$ cat config.mk
export PLATFORM = sky130hd
export DESIGN_NAME = swfs_cell
export DESIGN_NICKNAME = d
export VERILOG_FILES = /design/src/rtl/core/swfs_pkg.sv /design/src/rtl/core/swfs_cell.sv
export SDC_FILE = /design/constraint.sdc
export NUM_CORES = 1
export LEC_CHECK = 0
export BUFFER_PORTS_ARGS = -buffer_cell sky130_fd_sc_hd__buf_2
export CAP_MARGIN = 20
export CORE_UTILIZATION = 40
export DETAILED_ROUTE_END_ITERATION = 10
export HOLD_SLACK_MARGIN = 0.12
export PLACE_DENSITY = 0.79
export REMOVE_ABC_BUFFERS = 1
export SLEW_MARGIN = 20
export SYNTH_ARGS = -nofsm -noshare
export SYNTH_HDL_FRONTEND = slang
export SYNTH_SLANG_ARGS = --single-unit
$ cat constraint.sdc
create_clock -name clk -period 1.6 [get_ports clk]
set_clock_uncertainty 0.2 [all_clocks]
set_input_delay 0.08 -clock clk [delete_from_list [all_inputs] [get_ports clk]]
set_output_delay 0.08 -clock clk [all_outputs]
set_load 0.02 [all_outputs]
$ cat src/rtl/core/swfs_pkg.sv
// Package for the sliding-window fingerprint set.
// Holds sizes, transaction structs and the sequencer state type; no dependencies.
package swfs_pkg;

  // Number of fingerprints held in the window and stored fingerprint width.
  localparam int WINDOW   = 64;
  localparam int FP_WIDTH = 64;

  // Width of the occupancy count (0..WINDOW).
  localparam int CNT_W = $clog2(WINDOW + 1);

  // Input transaction.
  typedef struct packed {
    logic        kind;
    logic [63:0] fingerprint;
  } swfs_req_t;

  // Result transaction.
  typedef struct packed {
    logic        found;
    logic        evicted_valid;
    logic [63:0] evicted_fingerprint;
  } swfs_rsp_t;

  // Values broadcast from the sequencer to every cell of the chain.
  typedef struct packed {
    logic                shift;
    logic [FP_WIDTH-1:0] key;
  } swfs_bcast_t;

  // Kind codes.
  localparam logic KIND_LOOKUP = 1'b0;
  localparam logic KIND_INSERT = 1'b1;

  // Sequencer states.
  typedef enum logic [1:0] {
    SWFS_IDLE,
    SWFS_CMP,
    SWFS_RES
  } swfs_state_t;

endpackage

$ cat src/rtl/core/swfs_cell.sv
// One cell of the fingerprint chain: a stored fingerprint and its comparator.
// Depends on swfs_pkg.
module swfs_cell import swfs_pkg::*; (
  input  logic                clk,
  input  swfs_bcast_t         bcast,
  input  logic                live,
  input  logic [FP_WIDTH-1:0] din,
  output logic [FP_WIDTH-1:0] dout,
  output logic                hit
);

  logic [FP_WIDTH-1:0] entry;

  // The entry takes its newer neighbor's value (the key, in cell zero) on every insert.
  always_ff @(posedge clk) begin
    if (bcast.shift) begin
      entry <= din;
    end
  end

  // Registered match against the key; cells beyond the fill count never hit.
  always_ff @(posedge clk) begin
    hit <= live && (entry == bcast.key);
  end

  assign dout = entry;

endmodule

## Word-level counts from Yosys, hierarchy flattened

Index checks and enable logic that the tools add are counted.
Widths: inputs -> output; s select.

| word-level totals | value |
|---|---|
| logic and storage cells | 4 |
| input bits | 131 |
| output and inout bits | 65 |
| bits in registers | 65 |

| operators by class | value |
|---|---|
| equal/unequal tests | 1 |
| reduce and logical (&&, ||, !) cells | 1 |

Operators by type and width:

| kind | count |
|---|---|
| $eq 64x64->1 | 1 |
| $logic_and 1x1->1 | 1 |

## Longest topological paths before layout

Gate-level depths: netlist (run 1).

| depth | value |
|---|---|
| depth in word-level cells | 2 |
| depth in mapped cells | 5 |
| depth with buffers taken out | 5 |

## Worst setup path after synthesis (run 1)

Ideal clock, no wire load.

| timing path | value |
|---|---|
| path kind | register to register |
| from | register entry[11] (netlist: dout[11]) |
| to | register hit |
| path slack | 0.018 ns |
| data required time | 1.312 ns |
| setup time | 0.088 ns |
| stages on the path, launching flop included | 5 |
| data arrival time | 1.294 ns |
| cell sequence | edfxtp_1 xor2_1 nor4_1 nand4_1 nor4_2 |

| between the ends | value |
|---|---|
| cells in the longest elaborated chain, start to end | 2 |

Ends and longest elaborated chain:

| item | line | text |
|---|---|---|
| from (decl) | swfs_cell.sv:12 | `logic [FP_WIDTH-1:0] entry;` |
| from (signal assigned) | swfs_cell.sv:17 | `entry <= din;` |
| $eq 64x64->1 | swfs_cell.sv:23 | `hit <= live && (entry == bcast.key);` |
| $logic_and 1x1->1 | swfs_cell.sv:23 |  |
| to (signal assigned) | swfs_cell.sv:23 |  |
| to (decl) | swfs_cell.sv:9 | `output logic hit` |

Every way passes these cells.
A chain may end at the register's enable or synchronous reset.

## Worst setup path after layout (run 1)

| timing path | value |
|---|---|
| from | register entry[51] (netlist: dout[51]) |
| to | register hit |

The elaborated chain is that of the path after synthesis.

==> metrics.md, run 1 <==
| Metric | Value |
|---|---|
| Fraction of layout cells with a size suffix above 1 | between 40% and 50% |
| Total power | 4130 uW |
| Fin util | 74.6% |
| Final HPWL DP | about 5200 um |
| Endpoints failing setup | 1 |
| Post-Synth XOR/XNOR Area | ~16% |
| Most frequent cells in the layout | 195 x buf_2, 78 x dlygate4sd3_1, 64 x edfxtp_1, 28 x xnor2_1, 22 x xor2_1 |
| Max cap viols | 0 |
| IO buf count | slightly below 200 |
| Finished Layout Cells | around 540 |
| Vias in the first global route | ~2,800 |
| Initial antenna violation count | 0 |
| Reg-to-reg endpoint | hit |
| HP Start | bcast[50] |
| CTS root buf | clkbuf_8 |
| Clock Path Buffers | 2 |
| Pwr/cell area | 866 nW/um^2 |
| Slew Limit Fails | 0 |
| Crit path DAT | ~1.7 ns |
| Global-route wire length before repair | ~13,000 um |
| Mapped cell area | between 2000 and 3000 um^2 |
| Total routed wirelength | 8370 um |
| Routed wire per std cell | between 15 and 20 um |
| Fin area | 4760 um^2 |
| GP Congestion | 0.842 |
| CTS tree | built |
| Die Footprint | 7020 um^2 |
| Placed cell areas | 3800 um^2 |
| Fill cells | ~420 |
| Most common cell after layout, fill and taps aside | buf_2 |
| FMAX | 598 MHz |
| Area Overhead vs Synth | 78.1% |
| Hold Crit Depth | 6 |
| # IOs | about 200 |
| Worst r2r src | dout[51] |
| Min-Delay Endpoint | hit |
| Vias/cell | between 4 and 5 |
| Total grt overflow | 0 |
| Worst R2R Path Depth | 4 |
| Tmin final | roughly 1.7 ns |
| Worst-margin pin slew | between 0.3 and 0.4 ns |
| Hold buffers post-CTS | roughly 80 |
| Post-synthesis sequential area ratio | approximately 73% |
| H-tree depth | 3 |
| CTS clk-pin slew, worst paths | around 0.070 ns |
| RSZ-0062 raised after global routing | yes |
| HP Class | input port to flip-flop |
| Largest net degree at the start of global routing | 65 |
| Pre-CTS setup slack | -0.122 ns |
| Synth Area in Compound Gates | slightly above 4% |
| Die Ht | around 84 um |
| Placed Instances | 442 |
| Clock sinks | 65 |
| Core area | between 6000 and 7000 um^2 |
| Die W | about 84 um |
| Syn Inst Count | 164 |
| Area taken by multi-input logic gates | around 700 um^2 |
| Post-CTS Repair Setup Buffers | 0 |
| Peak VDD IR | roughly 0.60 mV |
| Tcrit/Tclk final | 105% |
| #FFs+latches synth | 65 |
| Starting density of the core | between 40% and 50% |
| Largest family of logic cells by synthesized area | XOR/XNOR gates |
| Post-synthesis mux area share | 0% |
| Cts bufs inserted | 9 |
| Outcome | finished, violations left |
| Avg Cell Area, Syn | 16.3 um^2 |
| Critical path type | flip-flop to flip-flop |
| Latest clock arrival within the worst-skew pair | ~0.34 ns |
| DRC | 0 |
| Pleak | 0.00211 uW |
| Simple-gate area share of the yosys netlist | about 5% |
| ANT cells | 0 |
| CP endpoint kind | flip-flop |
| CP required | around 1.6 ns |
| Synth warn | 0 |
| Antenna Violating Nets Remaining | 0 |
| Register area | approximately 2000 um^2 |
| Rows | 29 |
| Layout Nets | 585 |
| 1st-pass router iterations | 4 |
| Final WS setup | -0.0734 ns |
| Post-synth cell types | 17 |
| Total GRT Usage | roughly 25% |
| Final Hold Fails | 0 |
| Violated checks | negative setup slack |
| Max transition margin | 76.6% |
| Via count | around 2,500 |
| Crit start category | flip-flop |
| Adder-Cell Fraction of Synth Area | 0% |
| Crit Path Max Fanout | 2 |
| Iter 0 DRT Violations | 99 |
| R2r setup slk | -0.07 ns |
-- synthesized netlist by cell type (all sizes together) --
cell type,instances,area [um^2]
a221oi,3,26.3
nor4,9,62.6
o22ai,5,31.3
a222oi,1,10.0
nand3,2,10.0
a22o,1,8.76
o21ai,1,5.00
inv,14,52.6
a2bb2oi,1,8.76
dfxtp,1,20.0
o2bb2ai,2,17.5
xnor2,28,245
nor3,1,5.00
edfxtp,64,1920
nand4,9,56.3
xor2,22,193
-- metal layers --
metal  routed length [um]  up-vias  global-route usage [%]
met5                    0        -                       0
met4                  160        0                    10.3
met3                  556       17                    6.03
met2                 4680      134                    46.1
met1                 2970     1171                    25.8
li1                     -     1197                       -
-- report_power, final --
part           internal, uW  leakage, uW  switching, uW
logic                   447      0.00139            430
registers              2020     0.000634           89.1
clock network           544    0.0000819            592
-- state kept, by name, summed over array words and instances, names as in the netlist --
signal  flops
dout       64
hit         1
-- final cells by class --
cell class,instances,share of cell area (%)
Clock buffer,11,2.76
Inverter,14,1.10
Multi-Input combinational cell,85,14.8
Sequential cell,65,40.8
Timing Repair Buffer,279,38.1
Tap cell,77,2.02
Clock inverter,5,0.473
-- stage by stage --
step                setup TNS (ns)  hold slack (ns)
floorplan                        0          -0.0211
global placement            -0.108           0.0560
detailed placement          -0.122           0.0581
CTS                        -0.0575          0.00134
global route                -0.147           0.0560
finish                     -0.0734           0.0185
-- timing repair --
action / in CTS / in global routing
gates resized for setup: 4 / 0
setup endpoints to repair: 1 / 1
pin swaps: 3 / 1
hold endpoints to repair: 129 / 1
-- cell families after synthesis --
| kind of cell | Yosys count |
|---|---|
| simple gates | 21 |
| compound gates | 14 |
| buf+inv | 14 |
| xor+xnor | 50 |
| flops | 65 |
-- how the worst max path moves through the flow --
stage / to / cells past startpoint / slack, ns / startpoint
6_report: hit / 4 / -0.07 / dout[51]
5_1_grt: hit / 5 / -0.15 / dout[35]
3_3_place_gp: hit / 4 / -0.11 / dout[58]
4_1_cts: hit / 4 / -0.06 / dout[58]
3_5_place_dp: hit / 5 / -0.12 / dout[6]
2_1_floorplan: hit / 4 / 0.02 / dout[11]
-- worst max-delay path: stages (launching register included) --
cell	delay, ns
edfxtp_1	0.42
xor2_1	0.18
nor4_2	0.30
nand4_1	0.21
nor4_2	0.27
Power figures use the tool's default switching activity.
==> run 2: changes to the inputs <==
--- a/config.mk
+++ b/config.mk
@@ -5,14 +5,13 @@
 export SDC_FILE = /design/constraint.sdc
 export NUM_CORES = 1
 export LEC_CHECK = 0
-export BUFFER_PORTS_ARGS = -buffer_cell sky130_fd_sc_hd__buf_2
+export BUFFER_PORTS_ARGS = -buffer_cell sky130_fd_sc_hd__buf_4
 export CAP_MARGIN = 20
 export CORE_UTILIZATION = 40
 export DETAILED_ROUTE_END_ITERATION = 10
 export HOLD_SLACK_MARGIN = 0.12
 export PLACE_DENSITY = 0.79
 export REMOVE_ABC_BUFFERS = 1
-export SLEW_MARGIN = 20
 export SYNTH_ARGS = -nofsm -noshare
 export SYNTH_HDL_FRONTEND = slang
 export SYNTH_SLANG_ARGS = --single-unit
==> run 2 against run 1 <==
Effect of this change: the flow still finishes with violations (negative setup slack); first-iteration DRC count increased by 67%; power rose by 9.5%; clock power is 16% higher; sequential power is essentially flat; critical path type unchanged.
==> metrics.md, run 2 (same netlist as run 1, synthesis figures left out) <==
| Metric | Value |
|---|---|
| Sw Ratio | roughly 26% |
| Clock sinks | 65 |
| Crit start category | flip-flop |
| Final Hold Fails | 0 |
| NetSw | approximately 1200 uW |
| CP required | roughly 1.7 ns |
| FMAX | between 500 and 600 MHz |
| CP endpoint kind | flip-flop |
| H-tree depth | 3 |
| Worst r2r src | dout[58] |
| DRC | 0 |
| Most common cell after layout, fill and taps aside | buf_4 |
| Worst-margin pin slew | ~0.37 ns |
| Final HPWL DP | 5630 um |
| Clock network fraction of design power | 29.1% |
| Total grt overflow | 0 |
| Combinational Power Share | approximately a quarter |
| HP Start | bcast[6] |
| RSZ-0062 raised after global routing | yes |
| Worst R2R Path Depth | 4 |
| # IOs | between 150 and 200 |
| GP Congestion | ~0.76 |
| Most used cell, CP | nor4_2 |
| Peak VDD IR | approximately 0.66 mV |
| Largest net degree at the start of global routing | between 60 and 70 |
| Slowest-stage cell, CP | edfxtp_1 |
| Max reg flops | 64 |
| Reg-to-reg endpoint | hit |
| Post-CTS Repair Setup Buffers | 0 |
| Iter 0 DRT Violations | between 150 and 200 |
| HP Class | input port to flip-flop |
| Vias/cell | approximately 4.8 |
| Total GRT Usage | approximately 27% |
| Finished Layout Cells | ~550 |
| IO buf count | 195 |
| Routed wire per std cell | 17.0 um |
| Crit path DAT | roughly 1.7 ns |
| Hold buffers post-CTS | 84 |
| Hold Crit Depth | 6 |
| Worst setup startpoint | dout[58] |
| Crit Path Max Fanout | 2 |
| Total routed wirelength | approximately 9000 um |
| Die W | about 84 um |
| Violated checks | negative setup slack |
| Pwr/cell area | approximately 840 nW/um^2 |
| CTS root buf | clkbuf_8 |
| Area Overhead vs Synth | 101% |
| ANT cells | 0 |
| Tmin final | between 1.5 and 2 ns |
| Cells along the critical path | xor2_1 -> nor4_2 -> nand4_1 -> nor4_2 |
| Antenna Violating Nets Remaining | 0 |
| Max transition margin | about three quarters |
| Die Ht | 83.8 um |
| Fraction of layout cells with a size suffix above 1 | a little under half |
| Latest clock arrival within the worst-skew pair | around 0.33 ns |
| Post-route setup TNS | -0.0910 ns |
| Rows | 29 |
| Slew Limit Fails | 0 |
| Endpoints failing setup | 1 |
| CTS tree | built |
| Global-route wire length before repair | 14,400 um |
| Pleak | around 0.0023 uW |
| Vias in the first global route | ~2,900 |
| Critical path's largest stage delay | about 0.40 ns |
| Final WS setup | -0.0910 ns |
| Core area | between 6000 and 7000 um^2 |
| Max cap viols | 0 |
| Most frequent cells in the layout | 204 x buf_4, 84 x dlygate4sd3_1, 64 x edfxtp_1, 28 x xnor2_1, 22 x xor2_1 |
| Clock Path Buffers | 2 |
| Power Internal | between 3000 and 4000 uW |
| Flop pwr share | between 40% and 50% |
| Starting density of the core | around two fifths |
| Min-Delay Endpoint | hit |
| Die Footprint | around 7000 um^2 |
| R2r setup slk | -0.09 ns |
| Placed Instances | between 400 and 500 |
| Via count | ~2,600 |
| Cts bufs inserted | 9 |
| Initial antenna violation count | 0 |
| Tcrit/Tclk final | 106% |
| Critical path type | flip-flop to flip-flop |
| 1st-pass router iterations | 4 |
| CTS clk-pin slew, worst paths | 0.07 ns |
| Layout Nets | between 500 and 600 |
| Outcome | finished, violations left |
-- run 2: cell types whose count changed in the layout (fill, tap and decap cells not counted), sizes merged --
cell         previous run  this run
clkinv                  5         3
dlygate4sd3            78        84
bufinv                  0         1
clkbuf                 11        12
buf                   201       205
-- run 2: cell type report --
type	count	area, um^2
fillers	327	1010
flip-flops and latches	65	1940
well taps	77	96.3
clock inverters	4	43.8
repair buffers	289	2390
clock buffers	12	135
inverters	14	52.6
multi-input cells	85	711
-- run 2: what timing repair did --
action / in CTS / in global routing
hold endpoints to repair: 129 / 1
resized for setup: 2 / 3
setup endpoints to repair: 1 / 1
pin swaps: 2 / 2
-- run 2: through the flow --
stage | hold WS, ns | utilization (%) | instance area [um^2] | setup slack [ns] | power (uW)
after floorplan | -0.0211 | - | 2670 | 0.0183 | 2470
after global placement | 0.0581 | 67.7 | 4320 | -0.117 | 3000
after detailed placement | 0.0594 | 67.7 | 4320 | -0.134 | 3020
after CTS | 0.0115 | 83.8 | 5350 | -0.0950 | 4480
after global routing | 0.0442 | 84.1 | 5370 | -0.181 | 4670
final | 0.00980 | 84.1 | 5370 | -0.0910 | 4520
-- run 2: worst max-delay path by stage --
stage / end
6_report: hit
5_1_grt: hit
4_1_cts: hit
3_5_place_dp: hit
3_3_place_gp: hit
2_1_floorplan: hit
-- run 2: power groups by stage --
stage / logic, uW / clock network, uW / registers, uW
finish: 1080 / 1320 / 2120
global route: 1140 / 1400 / 2140
CTS: 1050 / 1320 / 2110
detailed placement: 874 / 0 / 2150
global placement: 863 / 0 / 2140
floorplan: 165 / 0 / 2310
-- run 2: worst max-delay path: cells and delay by family (launching register included) --
family,cells,cell delay (ns)
xor gates and xnor gates,1,0.18
and+or+nand+nor,3,0.83
DFF,1,0.40
-- run 2: per-layer routing --
metal | global-route usage, % | vias to the layer above | share of wire [%]
met5 | 0 | - | 0
met4 | 11.7 | 0 | 2.8
met3 | 9.69 | 24 | 9.3
met2 | 50.4 | 146 | 55
met1 | 27.4 | 1242 | 33
li1 | - | 1220 | -
